$ cat src/rtl/i2cm_pkg.sv
package i2cm_pkg;

    // command kinds on the input side
    localparam logic [2:0] OP_IDLE      = 3'd0;
    localparam logic [2:0] OP_START     = 3'd1;
    localparam logic [2:0] OP_WRITE     = 3'd2;
    localparam logic [2:0] OP_READ_ACK  = 3'd3;
    localparam logic [2:0] OP_READ_NACK = 3'd4;
    localparam logic [2:0] OP_STOP      = 3'd5;

    // first slot of the acknowledge clock
    localparam logic [4:0] PH_ACK_LOW = 5'd16;

    localparam int IN_DATA_W  = 16;
    localparam int OUT_DATA_W = 16;

    typedef struct packed {
        logic [2:0] op;
        logic [4:0] phase;
        logic [7:0] shift;
        logic       scl;
        logic       sda;
        logic       ack;
        logic [7:0] last_read;
    } eng_state_t;

    typedef struct packed {
        logic       rejected;
        logic       ack_bit;
        logic [7:0] read_byte;
        logic       done_res;
        logic       busy_res;
        logic       sda_out;
        logic       scl_out;
    } eng_result_t;

    localparam eng_state_t STATE_RESET = '{
        op:        OP_IDLE,
        phase:     5'd0,
        shift:     8'd0,
        scl:       1'b1,
        sda:       1'b1,
        ack:       1'b1,
        last_read: 8'd0
    };

endpackage

$ cat src/rtl/i2cm_step.sv
module i2cm_step
    import i2cm_pkg::*;
(
    input  eng_state_t  cur,
    input  logic [2:0]  kind,
    input  logic [7:0]  data_byte,
    input  logic        sda_in,
    output eng_state_t  nxt,
    output eng_result_t res
);

    logic       is_cmd;
    logic       rej;
    logic       busy;
    logic       done;
    logic       scl;
    logic       sda;
    logic [2:0] op;
    logic [4:0] ph;

    always_comb
    begin
        is_cmd = (kind >= OP_START) && (kind <= OP_STOP);
        nxt    = cur;
        rej    = 1'b0;
        busy   = 1'b0;
        done   = 1'b0;
        scl    = cur.scl;
        sda    = cur.sda;

        // take a new command only while idle
        if (cur.op == OP_IDLE)
        begin
            if (is_cmd)
            begin
                nxt.op    = kind;
                nxt.phase = 5'd0;
                nxt.shift = (kind == OP_WRITE) ? data_byte : 8'd0;
            end
        end
        else if (is_cmd)
        begin
            rej = 1'b1;
        end

        op = nxt.op;
        ph = nxt.phase;

        if (op != OP_IDLE)
        begin
            busy = 1'b1;
            unique case (op)
                OP_START:
                begin
                    scl  = 1'b1;
                    sda  = (ph == 5'd0);
                    done = (ph != 5'd0);
                end
                OP_WRITE:
                begin
                    if (!ph[4])
                    begin
                        scl = ph[0];
                        sda = nxt.shift[7];
                        if (ph[0])
                            nxt.shift = {nxt.shift[6:0], 1'b0};
                    end
                    else
                    begin
                        sda = 1'b1;
                        scl = (ph != PH_ACK_LOW);
                        if (ph != PH_ACK_LOW)
                        begin
                            nxt.ack = sda_in;
                            done    = 1'b1;
                        end
                    end
                end
                OP_READ_ACK, OP_READ_NACK:
                begin
                    if (!ph[4])
                    begin
                        scl = ph[0];
                        sda = 1'b1;
                        if (ph[0])
                            nxt.shift = {nxt.shift[6:0], sda_in};
                    end
                    else
                    begin
                        sda = (op == OP_READ_NACK);
                        scl = (ph != PH_ACK_LOW);
                        if (ph != PH_ACK_LOW)
                        begin
                            nxt.last_read = nxt.shift;
                            done          = 1'b1;
                        end
                    end
                end
                default:
                begin
                    // stop: low/low, high/low, then release both
                    if (ph == 5'd0)
                    begin
                        scl = 1'b0;
                        sda = 1'b0;
                    end
                    else if (ph == 5'd1)
                    begin
                        scl = 1'b1;
                        sda = 1'b0;
                    end
                    else
                    begin
                        scl  = 1'b1;
                        sda  = 1'b1;
                        done = 1'b1;
                    end
                end
            endcase

            if (done)
            begin
                nxt.scl   = (op == OP_STOP);
                nxt.sda   = sda;
                nxt.op    = OP_IDLE;
                nxt.phase = 5'd0;
            end
            else
            begin
                nxt.scl   = scl;
                nxt.sda   = sda;
                nxt.phase = ph + 5'd1;
            end
        end

        res.scl_out   = scl;
        res.sda_out   = sda;
        res.busy_res  = busy;
        res.done_res  = done;
        res.read_byte = nxt.last_read;
        res.ack_bit   = nxt.ack;
        res.rejected  = rej;
    end

endmodule

$ cat src/rtl/i2c_master_bit_engine.sv
// I2C master bit engine: every input transfer is one timing slot of the bus and
// produces exactly one output transfer with the SCL/SDA levels to drive in that
// slot plus busy, done, last read byte, last sampled ack and a rejected flag.
// Commands (start, write, read with ack, read with nack, stop) are taken only
// while idle; a command arriving mid-sequence is dropped and flagged rejected.
// Throughput is one slot per clock while the output accepts: a slot is captured in
// the input register, stepped through the phase logic and lands in the output
// register. The output
// register frees the input side while a result waits; backpressure on the
// output stalls the input stage. No clock stretching, no arbitration.
module i2c_master_bit_engine
    import i2cm_pkg::*;
(
    input  logic                  clk,
    input  logic                  rst_n,
    input  logic                  s_tvalid,
    output logic                  s_tready,
    input  logic [IN_DATA_W-1:0]  s_tdata,   // data_byte[7:0], sda_in[8], zero pad
    input  logic [2:0]            s_tuser,   // kind[2:0]
    output logic                  m_tvalid,
    input  logic                  m_tready,
    output logic [OUT_DATA_W-1:0] m_tdata    // scl_out[0], sda_out[1], busy_res[2],
                                             // done_res[3], read_byte[11:4],
                                             // ack_bit[12], rejected[13], zero pad
);

    // input stage
    logic        in_valid_reg;
    logic [2:0]  kind_reg;
    logic [7:0]  data_byte_reg;
    logic        sda_in_reg;

    // engine state and output stage
    eng_state_t  state_reg;
    eng_state_t  state_next;
    eng_result_t res_next;
    eng_result_t out_reg;
    logic        out_valid_reg;

    logic        advance;

    // the slot in the input stage moves on when the output slot is free or leaving
    assign advance  = in_valid_reg && (!out_valid_reg || m_tready);
    assign s_tready = !in_valid_reg || advance;

    i2cm_step u_step (
        .cur       (state_reg),
        .kind      (kind_reg),
        .data_byte (data_byte_reg),
        .sda_in    (sda_in_reg),
        .nxt       (state_next),
        .res       (res_next)
    );

    always_ff @(posedge clk or negedge rst_n)
    begin
        if (!rst_n)
        begin
            in_valid_reg  <= 1'b0;
            out_valid_reg <= 1'b0;
            state_reg     <= STATE_RESET;
        end
        else
        begin
            if (s_tvalid && s_tready)
                in_valid_reg <= 1'b1;
            else if (advance)
                in_valid_reg <= 1'b0;

            if (advance)
            begin
                out_valid_reg <= 1'b1;
                state_reg     <= state_next;
            end
            else if (m_tready)
            begin
                out_valid_reg <= 1'b0;
            end
        end
    end

    // payload registers, no reset
    always_ff @(posedge clk)
    begin
        if (s_tvalid && s_tready)
        begin
            kind_reg      <= s_tuser;
            data_byte_reg <= s_tdata[7:0];
            sda_in_reg    <= s_tdata[8];
        end
        if (advance)
            out_reg <= res_next;
    end

    assign m_tvalid = out_valid_reg;
    assign m_tdata  = {{(OUT_DATA_W - 14){1'b0}}, out_reg};

endmodule

$ cat config.mk
export PLATFORM = sky130hd
export DESIGN_NAME = i2c_master_bit_engine
export DESIGN_NICKNAME = d
export VERILOG_FILES = /design/src/rtl/i2cm_pkg.sv /design/src/rtl/i2cm_step.sv /design/src/rtl/i2c_master_bit_engine.sv
export SDC_FILE = /design/constraint.sdc
export NUM_CORES = 1
export LEC_CHECK = 0
export ABC_CLOCK_PERIOD_IN_PS = 3200
export BUFFER_PORTS_ARGS = -buffer_cell sky130_fd_sc_hd__buf_2
export CAP_MARGIN = 20
export CORE_MARGIN = 2
export CORE_UTILIZATION = 25
export DETAILED_ROUTE_END_ITERATION = 16
export PLACE_DENSITY_LB_ADDON = 0.05
export SYNTH_ARGS = -nofsm -noshare
export SYNTH_HDL_FRONTEND = slang
export SYNTH_SLANG_ARGS = --single-unit
$ cat constraint.sdc
create_clock -name clk -period 3.2 [get_ports clk]
set_clock_uncertainty 0.15 [all_clocks]
set_input_delay 0.48 -clock clk [delete_from_list [all_inputs] [get_ports clk]]
set_output_delay 0.48 -clock clk [all_outputs]
set_load 0.02 [all_outputs]
# Word-level counts from Yosys, hierarchy flattened
# Index checks and enable logic that the tools add are counted.
# classes
n_reduce_logical	16
muxes	38
eq_ne	8
magnitude_cmp	2
add_sub_neg	1
# ops
cell	n
$mux W8	8
$mux W16	2
$mux W27	1
$mux W1	20
$pmux W8 S2	1
$eq A3 B2 Y1 const B	3
$eq A3 B3 Y1 const B	2
$add A5 B1 Y5 const B	1
$eq A5 B1 Y1 const B	1
$logic_not A5 Y1	1
$mux W5	1
$ne A5 B5 Y1 const B	1
$reduce_bool A5 Y1	1
$pmux W1 S2	2
$reduce_bool A2 Y1	2
$eq A3 B1 Y1 const B	1
$ge A3 B1 Y1 const B	1
$le A3 B3 Y1 const B	1
$logic_and A1 B1 Y1	3
$logic_not A3 Y1	1
$mux W3	1
$pmux W1 S3	1
$reduce_bool A3 Y1	1
$reduce_or A3 Y1	1
5 further kinds	7
# word_totals
reg_bits	55
output_inout_bits	18
input_bits	23

# Depth between registers and ports, before layout
# Gate-level depths: netlist (run 1).
# logic_depth
ltp_word	11
depth_mapped	13

# By module
# From an unflattened synthesis (run 1), not the netlist that was laid out.
# unflattened
hier_cells	252
hier_area_um2	3090.5
# by_module_without_submodules
mod	seq_area_each_um2	cells_each	n_inst	area_each_um2
i2c_master_bit_engine	1510.2	94	1	1981.9
i2cm_step	0.0	158	1	1108.6

# Least setup slack after synthesis (run 1)
# Ideal clock, no wire load.
# synth_path
path_type	reg2reg
startpoint	register kind_reg[1]
endpoint	register out_reg (netlist bit m_tdata[10]) (data pin)
arrival_ps	2740
required_time_ps	2790
setup_slack_ps	50
path_stages_with_launch	10
setup_time_ps	260
path_cell_list	edfxtp_1 > nor3_4 > or3_4 > clkbuf_1 > nand2_1 > ha_1 > and2_1 > a2111oi_0 > buf_2 > mux2_2
# synth_rtl
item	line	rtl
start, declared	i2c_master_bit_engine.sv:29	logic [2:0] kind_reg;
start signal, assigned	i2c_master_bit_engine.sv:87	kind_reg <= s_tuser;
end signal, assigned	i2c_master_bit_engine.sv:92	out_reg <= res_next;
end, declared	i2c_master_bit_engine.sv:37	eng_result_t out_reg;

==> impl_metrics.yaml, run 1 <==
routing:
  firstDrtPassIters: 4
  wire_per_inst_um: 14.5
  drt-total-wl_um: 6070
  vias: 1855
  route.detailed.drc: 0
  postRouteAntennaNets: 0
  first_iter_violations: 78
  viasPerCell: 4.43
yosys:
  synth_area_leaders: "edfxtp_1, dfrtp_1, mux2_2, nand2_1, a21oi_1"
  yosys.area_share.simple: 0.149
  syn_inst: 240
  synth_cell_types: 45
  synth-seq-cells: 55
  synth_top_family_by_area: "simple AND/OR/NAND/NOR gates"
  synth_compound_area_frac: 0.146
  yosysSeqAreaShare: 0.560
  yosys_warnings: 0
  synth.most_common_cell: "nand2_1"
  synth_flop_cell: "edfxtp_1"
  synth_xor_area_frac: 0.00325
  yosys-top-cells-count: "nand2_1, dfrtp_1, edfxtp_1"
  syn_area_mm2: 0.00270
  synth_top_cell_area_share: 0.289
  syn_avg_cell_area_um2: 11.2
  synthAdderAreaFrac: 0.0139
  synth_edf_count: 26
  synth_top_cell_by_area: "edfxtp_1"
  async_reset_ff_frac: 0.527
  synth_mux_area_frac: 0.0932
setup_path:
  startpoint: "state_reg[25]$_DFFE_PN0P_"
  end_kind: "register"
  crit_fanout: 4
  required_ns: 3.13
  rr_startpoint: "state_reg[25]$_DFFE_PN0P_"
  critical_path_arrival_ns: 2.90
  start_kind: "register"
  crit_type: "register to register"
floorplan:
  die_w_um: 108
  die-area_mm2: 0.0116
  start_util: 0.259
  rows: 37
  pin_count: 41
  die_h_um: 108
  coreArea_mm2: 0.0104
sta:
  setup_viol: 0
  fin_hold_ws_ns: 0.0527
  slew_violations: 0
  max_freq_ghz: 0.336
  rsz0062_at_grt: "no"
  finalCritPeriodShare: 0.930
  tightest_slew_ns: 0.748
  finalCriticalPeriod_ns: 2.98
  hold_viol_final: 0
  final.setup.tns_ns: 0
  max-slew-margin-rel: 0.497
placed_design:
  placedCellCount: 411
  routabilityCongestion: 0.701
  portBuffers: 31
  postPlaceCellArea_mm2: 0.00311
  dp_hpwl_um: 4380
clock_network:
  clkLatencyLatePin_ns: 0.32
  postCtsSetupBuffers: 0
  numClockSinks: 55
  cts_buffers: 5
  htreeDepth: 2
  cts_max_path_buffers: 2
  cts_tree: "done"
  clk_pin_slew_worst_paths_ns: 0.11
  root_buffer: "clkbuf_8"
  holdBufCountCts: 0
  cts_resized: 0
cells_and_area:
  fin_util: 0.307
  fin_nets: 308
  diodes: 0
  largest_reg_flops: 27
  instances_no_fill: 419
  syn2layout_area_growth_pct: 18.4
  drive_gt1_frac: 0.300
  final_area_mm2: 0.00320
status:
  status: "finished clean"
power:
  peakVddDrop_uv: 192
  leakage_nw: 1.33
  powerDensity_mw_per_mm2: 882
worst_hold_path:
  hp-class: "primary input to asynchronous set/reset pin"
global_route:
  grt_pass1_vias: 1878
  grt_pass1_wl_um: 10000
  grt_usage: 0.112
  gr-total-overflow: 0
  antenna_found_initial: 0
  grt_max_degree: 30
flow_run:
  cap_viol_max_count: 0
## through the flow
stage	total power, mW	setup slack, ns
floorplan	1.98	0.0502
global placement	2.45	0.236
detailed placement	2.44	0.246
CTS	2.86	0.230
global route	3.07	0.0777
finish	2.82	0.225
## metal layers
metal | wire length (um) | GRT usage | part of all wire
met1 | 3170 | 0.168 | 0.52
met2 | 2580 | 0.160 | 0.42
met3 | 240 | 0.0169 | 0.040
met4 | 84 | 0.0467 | 0.014
met5 | 0 | 0 | 0
## layout make-up
class / instances / area [um2]
multi-input combinational: 167 / 1110
clock buffer: 6 / 72.6
tap: 136 / 170
sequential: 55 / 1510
clock inverter: 2 / 16.3
timing repair buffer: 49 / 303
fill: 1095 / 7220
inverter: 4 / 15.0
## power by group
part / switching, mW / internal [mW] / total [mW] / leakage [nW]
clock network: 0.246 / 0.158 / 0.404 / 0.0418
logic: 0.759 / 0.572 / 1.33 / 0.669
registers: 0.109 / 0.976 / 1.08 / 0.622
total: 1.11 / 1.71 / 2.82 / 1.33
## path summary, 6_finish.rpt
check | to | slack [ns] | cells after the start
max | m_tdata[1]$_DFFE_PP_ | 0.22 | 8
min reg2reg | state_reg[10]$_DFFE_PN1P_ | 0.33 | 2
min | state_reg[13]$_DFFE_PN0P_ | 0.05 | 1
max reg2reg | m_tdata[1]$_DFFE_PP_ | 0.22 | 8
min in group clk | data_byte_reg[4]$_DFFE_PP_ | 0.18 | 1
max in group asynchronous | state_reg[24]$_DFFE_PN0P_ | 2.38 | 1
## logic make-up after synthesis
logic type / count (synthesis)
compound gates: 60
xor+xnor: 1
fa+ha+maj: 3
buf+inv: 19
flops: 55
mux: 23
other cells: 1
simple gates: 78
## critical path: stages, from the launching register on
cell and delay, ns:
dfrtp_1 0.39, or3_1 0.47, or3_4 0.37, nand2_1 0.12, ha_1 0.21, o21a_1 0.13
a21oi_1 0.04, or4_1 0.58, mux2_2 0.29
## cell usage in the layout, fill, tap and decap left out, drive strengths merged, types with 2 or more instances in the layout
cell type	Yosys	final
dfrtp	26	26
a221o	2	2
clkbuf	4	6
nand2b	4	4
a21oi	17	17
a31oi	3	3
o21ai	19	19
edfxtp	26	26
o21a	2	2
ha	3	3
mux2	17	17
or3	5	5
nor2	14	14
inv	4	5
mux2i	6	6
nor3b	3	3
dfstp	3	3
a22oi	2	2
and2	5	5
buf	11	49
nor2b	2	2
a22o	6	6
nand4	2	2
conb	1	2
nor3	6	6
o31ai	6	6
nand2	30	30
Note: power is estimated with default switching activity, not from simulation.
==> inputs of run 2 (changes only) <==
--- a/config.mk
+++ b/config.mk
@@ -5,6 +5,7 @@
 export SDC_FILE = /design/constraint.sdc
 export NUM_CORES = 1
 export LEC_CHECK = 0
+export ABC_AREA = 1
 export ABC_CLOCK_PERIOD_IN_PS = 3200
 export BUFFER_PORTS_ARGS = -buffer_cell sky130_fd_sc_hd__buf_2
 export CAP_MARGIN = 20
==> run 2 against run 1 <==
Against the previous run: worst setup slack improved by 0.21 ns; first-iteration DRC count increased by 32%; highest routed layer unchanged; sequential share of layout area grew 0.37 points; global-route usage is 0.76 points higher; clock power rose by 5.9%; via count grew 11%; largest cell class unchanged; synthesized cell count grew 30%; cell area down 0.78%; count of clock-buffer cells in the layout stayed put.
==> impl_metrics.yaml, run 2 <==
clock_network:
  holdBufCountCts: 0
  postCtsSetupBuffers: 0
  clkLatencyLatePin_ns: 0.32
  cts_resized: 0
  cts_max_path_buffers: 2
  htreeDepth: 2
  cts_tree: "done"
  cts_buffers: 5
  root_buffer: "clkbuf_8"
  numClockSinks: 55
  clk_pin_slew_worst_paths_ns: 0.11
worst_hold_path:
  hp-class: "primary input to asynchronous set/reset pin"
sta:
  max_freq_ghz: 0.361
  final.setup.tns_ns: 0
  tightest_slew_ns: 0.752
  setup_viol: 0
  slew_violations: 0
  max-slew-margin-rel: 0.499
  hold_viol_final: 0
  finalCritPeriodShare: 0.865
  rsz0062_at_grt: "no"
  finalCriticalPeriod_ns: 2.77
cells_and_area:
  layout_commonest_cell: "nand2_1"
  largest_reg_flops: 27
  fin_nets: 372
  drive_gt1_frac: 0.210
  multiInputGateArea_mm2: 0.00103
  n_fill_cell: 1146
  layout_common_cells: "nand2_1, inv_1, buf_2"
  seq_area_mm2: 0.00151
  diodes: 0
  syn2layout_area_growth_pct: 14.8
routing:
  route.detailed.drc: 0
  first_iter_violations: 103
  viasPerCell: 4.22
  drt-total-wl_um: 6390
  wire_per_inst_um: 13.1
  postRouteAntennaNets: 0
  vias: 2057
  firstDrtPassIters: 6
floorplan:
  coreArea_mm2: 0.0108
  die_h_um: 109
  die_w_um: 109
  die-area_mm2: 0.0119
  start_util: 0.256
  rows: 38
  pin_count: 41
global_route:
  grt_usage: 0.120
  grt_max_degree: 30
  antenna_found_initial: 0
  grt_pass1_wl_um: 10900
  grt_pass1_vias: 2114
  gr-total-overflow: 0
placed_design:
  portBuffers: 31
  dp_hpwl_um: 4550
  routabilityCongestion: 0.742
yosys:
  yosysSeqAreaShare: 0.547
  synth_edf_count: 26
  synth_cell_types: 36
  yosys-top-cells-count: "nand2_1, inv_1, dfrtp_1, edfxtp_1, nand3_1"
  synth_top_cell_area_share: 0.283
  synth.most_common_cell: "nand2_1"
  synth_area_leaders: "edfxtp_1, dfrtp_1, nand2_1, inv_1, nand3_1"
  synth_flop_cell: "edfxtp_1"
  syn_avg_cell_area_um2: 8.85
  synth_top_cell_by_area: "edfxtp_1"
  synth-seq-cells: 55
  yosys_warnings: 0
  syn_inst: 312
  async_reset_ff_frac: 0.527
  syn_area_mm2: 0.00276
setup_path:
  cp_cell_sequence: "nor2_2, nand2_2, inv_2, nand2_4, inv_2, nor2_1, inv_1, ha_1, inv_1, o311ai_1, inv_2, o21ai_0, nand3_1, nand2_1, nand2_1"
  required_ns: 3.12
  critical_path_arrival_ns: 2.69
  crit_buf_inv: 5
  critPathSlowestCell: "dfrtp_1"
  crit_family: "simple AND/OR/NAND/NOR gates"
  r2r_cells: 15
  rrSetupSlack_ns: 0.43
  crit_fanout: 10
  start_kind: "register"
  crit_type: "register to register"
  r2r_end: "m_tdata[0]$_DFFE_PP_"
  path_common_cell: "inv_2"
  slowest_delay_ns: 0.44
  end_kind: "register"
  rr_startpoint: "state_reg[25]$_DFFE_PN0P_"
power:
  total_power_mw: 2.50
  peakVddDrop_uv: 246
  leakage_nw: 1.48
  powerDensity_mw_per_mm2: 788
flow_run:
  cap_viol_max_count: 0
status:
  status: "finished clean"
[run 2: changes by cell type after synthesis, moves of 7 or more]
| cell | before | now |
|---|---|---|
| a21oi_1 | 17 | 9 |
| mux2_2 | 17 | 0 |
| nand3_1 | 1 | 25 |
| inv_1 | 3 | 41 |
| buf_2 | 9 | 2 |
| nand2_2 | 0 | 8 |
| nand2_1 | 30 | 83 |
[run 2: kinds of logic (layout without fill, tap and decap cells)]
logic type,count (synthesis),in the layout,synth area share
simple gates,145,145,0.239
flops,55,55,0.547
buf+inv,54,88,0.0824
compound gates,51,51,0.108
fa+ha+maj,3,3,0.0136
xor+xnor,3,3,0.00951
other cells,1,2,0.00136
[run 2: worst reg2reg max path, stage by stage, from the launching register on]
cell and delay (ns):
dfrtp_1 0.44, nor2_2 0.16, nand2_2 0.09, inv_2 0.08
nand2_4 0.10, inv_2 0.14, nor2_1 0.09, inv_1 0.10
ha_1 0.20, inv_1 0.05, o311ai_1 0.29, inv_2 0.14
o21ai_0 0.21, nand3_1 0.14, nand2_1 0.08, nand2_1 0.07
[run 2: metrics by stage]
step / instance area (um2) / worst slack, ns / cells / hold WS (ns) / utilization
floorplan: 2770 / 0.825 / 313 / 0.0344 / -
global placement: 3070 / 0.385 / 479 / 0.306 / 0.285
detailed placement: 3070 / 0.407 / 479 / 0.313 / 0.285
finish: 3170 / 0.432 / 487 / 0.0655 / 0.294
global route: 3170 / 0.102 / 487 / 0.119 / 0.294
CTS: 3170 / 0.387 / 487 / 0.0845 / 0.294
[run 2: routing by layer]
| metal | global-route usage | vias up | routed length [um] |
|---|---|---|---|
| met5 | 0 | - | 0 |
| met1 | 0.179 | 930 | 3440 |
| met3 | 0.0251 | 5 | 240 |
| met2 | 0.175 | 43 | 2640 |
| li1 | - | 1079 | - |
| met4 | 0.0302 | 0 | 68 |
[run 2: layout make-up]
| class | instances | area share |
|---|---|---|
| Timing Repair Buffer | 36 | 0.0608 |
| Inverter | 44 | 0.0521 |
| Clock buffer | 6 | 0.0260 |
| Tap cell | 140 | 0.0552 |
| Clock inverter | 2 | 0.00513 |
| Sequential cell | 55 | 0.476 |
| Multi-Input combinational cell | 204 | 0.324 |
[run 2: worst max path at each step]
stage                                      endpoint  slack, ns  depth (start not counted)                      start
after detailed placement       m_tdata[0]$_DFFE_PP_       0.41                         15  state_reg[25]$_DFFE_PN0P_
after global routing      state_reg[20]$_DFFE_PN0P_       0.10                         16  state_reg[25]$_DFFE_PN0P_
final                          m_tdata[0]$_DFFE_PP_       0.43                         15  state_reg[25]$_DFFE_PN0P_
after CTS                      m_tdata[0]$_DFFE_PP_       0.39                         15  state_reg[25]$_DFFE_PN0P_
after global placement         m_tdata[0]$_DFFE_PP_       0.39                         15  state_reg[25]$_DFFE_PN0P_
after floorplan            m_tdata[3]$_SDFFCE_PP0P_       0.83                         17  state_reg[25]$_DFFE_PN0P_
[run 2: power by group]
group	internal, mW	switching (mW)	total (mW)
Clock	0.178	0.250	0.428
Combinational	0.320	0.754	1.07
Sequential	0.927	0.0678	0.995
Total	1.43	1.07	2.50
==> inputs of run 3 (changes only) <==
--- a/config.mk
+++ b/config.mk
@@ -6,7 +6,7 @@
 export NUM_CORES = 1
 export LEC_CHECK = 0
 export ABC_AREA = 1
-export ABC_CLOCK_PERIOD_IN_PS = 3200
+export ABC_CLOCK_PERIOD_IN_PS = 3500
 export BUFFER_PORTS_ARGS = -buffer_cell sky130_fd_sc_hd__buf_2
 export CAP_MARGIN = 20
 export CORE_MARGIN = 2
==> constraint.sdc (replaced) <==
create_clock -name clk -period 3.5 [get_ports clk]
set_clock_uncertainty 0.15 [all_clocks]
set_input_delay 0.7 -clock clk [delete_from_list [all_inputs] [get_ports clk]]
set_output_delay 0.7 -clock clk [all_outputs]
set_load 0.02 [all_outputs]
==> run 3 against run 2 <==
Against the previous run: die area is the same; cell area shrank 0.43%; via count shrank 0.29%; maximum frequency shrank 5.5%; critical path type unchanged; highest routed layer unchanged.
==> impl_metrics.yaml, run 3 (synthesis gave the netlist of run 2 again) <==
global_route:
  grt_pass1_wl_um: 10500
  antenna_found_initial: 0
  grt_pass1_vias: 2027
  gr-total-overflow: 0
  grt_usage: 0.116
  grt_max_degree: 30
setup_path:
  start_kind: "register"
  required_ns: 3.43
  crit_type: "register to register"
  rr_startpoint: "state_reg[25]$_DFFE_PN0P_"
  critical_path_arrival_ns: 2.86
  end_kind: "register"
  crit_fanout: 12
  startpoint: "state_reg[25]$_DFFE_PN0P_"
clock_network:
  holdBufCountCts: 0
  clk_pin_slew_worst_paths_ns: 0.11
  cts_tree: "done"
  postCtsSetupBuffers: 0
  htreeDepth: 2
  cts_buffers: 5
  cts_max_path_buffers: 2
  cts_resized: 0
  clkLatencyLatePin_ns: 0.32
  numClockSinks: 55
  root_buffer: "clkbuf_8"
sta:
  tightest_slew_ns: 0.765
  fin_hold_ws_ns: 0.278
  hold_viol_final: 0
  slew_violations: 0
  final.setup.tns_ns: 0
  finalCritPeriodShare: 0.837
  max_freq_ghz: 0.342
  fin_ws_ns: 0.572
  finalCriticalPeriod_ns: 2.93
  rsz0062_at_grt: "no"
  setup_viol: 0
  max-slew-margin-rel: 0.486
floorplan:
  coreArea_mm2: 0.0108
  start_util: 0.256
  die_h_um: 109
  die_w_um: 109
  pin_count: 41
  die-area_mm2: 0.0119
  rows: 38
routing:
  drt-total-wl_um: 6220
  wire_per_inst_um: 12.8
  postRouteAntennaNets: 0
  route.detailed.drc: 0
  viasPerCell: 4.23
  firstDrtPassIters: 6
  first_iter_violations: 90
  vias: 2051
cells_and_area:
  n_fill_cell: 1156
  largest_reg_flops: 27
  layout_common_cells: "nand2_1, inv_1, buf_2"
  layout_commonest_cell: "nand2_1"
  fin_nets: 370
  diodes: 0
  syn2layout_area_growth_pct: 14.3
  drive_gt1_frac: 0.206
power:
  powerDensity_mw_per_mm2: 720
  total_power_mw: 2.27
  p_clk_frac: 0.176
  peakVddDrop_uv: 235
  p_switching_mw: 0.975
  combPwrFrac: 0.424
  swShare: 0.429
  leakage_nw: 1.48
  p_int_mw: 1.30
  p_seq_frac: 0.400
placed_design:
  routabilityCongestion: 0.753
  portBuffers: 31
  dp_hpwl_um: 4490
  place_ws_ns: 0.520
flow_run:
  cap_viol_max_count: 0
worst_hold_path:
  hp-class: "primary input to asynchronous set/reset pin"
status:
  status: "finished clean"
run 3: changes by cell type in the layout (fill, tap and decap cells not counted):
cell	delta
clkinv_4	-1
buf_4	-2
inv_6	+2
clkinvlp_4	-1
run 3: final cells by class:
class / count / area, um2 / share of cell area
Sequential cell: 55 / 1510 / 0.478
Multi-Input combinational cell: 204 / 1030 / 0.326
Timing Repair Buffer: 34 / 178 / 0.0563
Tap cell: 140 / 175 / 0.0555
Inverter: 44 / 165 / 0.0523
Clock buffer: 6 / 82.6 / 0.0262
Clock inverter: 2 / 17.5 / 0.00555
run 3: worst paths after layout:
check	slack [ns]	endpoint	depth (start not counted)
worst max-delay path	0.57	m_tdata[0]$_DFFE_PP_	15
max in group asynchronous	2.44	state_reg[24]$_DFFE_PN0P_	1
min in group clk	0.32	state_reg[9]$_DFFE_PN1P_	2
worst min-delay path	0.28	state_reg[17]$_DFFE_PN0P_	1
worst max register to register	0.57	m_tdata[0]$_DFFE_PP_	15
worst min register to register	0.32	state_reg[9]$_DFFE_PN1P_	2
run 3: power by group through the flow:
stage / logic (mW) / registers (mW) / clock network [mW]
6_report: 0.963 / 0.910 / 0.400
5_1_grt: 1.12 / 0.929 / 0.447
4_1_cts: 0.983 / 0.912 / 0.418
3_5_place_dp: 0.981 / 0.927 / 0
3_3_place_gp: 0.991 / 0.923 / 0
2_1_floorplan: 0.673 / 0.971 / 0
run 3: stage by stage:
| step | std cells | instance area [um2] | utilization |
|---|---|---|---|
| 3_5_place_dp | 477 | 3060 | 0.283 |
| 5_1_grt | 485 | 3160 | 0.292 |
| 2_1_floorplan | 313 | 2770 | - |
| 4_1_cts | 485 | 3160 | 0.292 |
| 6_report | 485 | 3160 | 0.292 |
| 3_3_place_gp | 477 | 3060 | 0.283 |
run 3: per-layer routing:
metal,routed length [um],GRT usage
met1,3320,0.174
met2,2610,0.168
met3,218,0.0257
met4,65,0.0302
met5,0,0
run 3: worst max-delay path: stages (launching register included):
cell	delay, ns
dfrtp_1	0.43
nor2_2	0.16
nand2_2	0.09
inv_2	0.22
nand2_4	0.14
inv_2	0.15
nor2_1	0.09
inv_1	0.10
ha_1	0.20
inv_1	0.05
o311ai_1	0.28
inv_2	0.13
o21ai_0	0.20
nand3_1	0.15
nand2_1	0.08
nand2_1	0.06
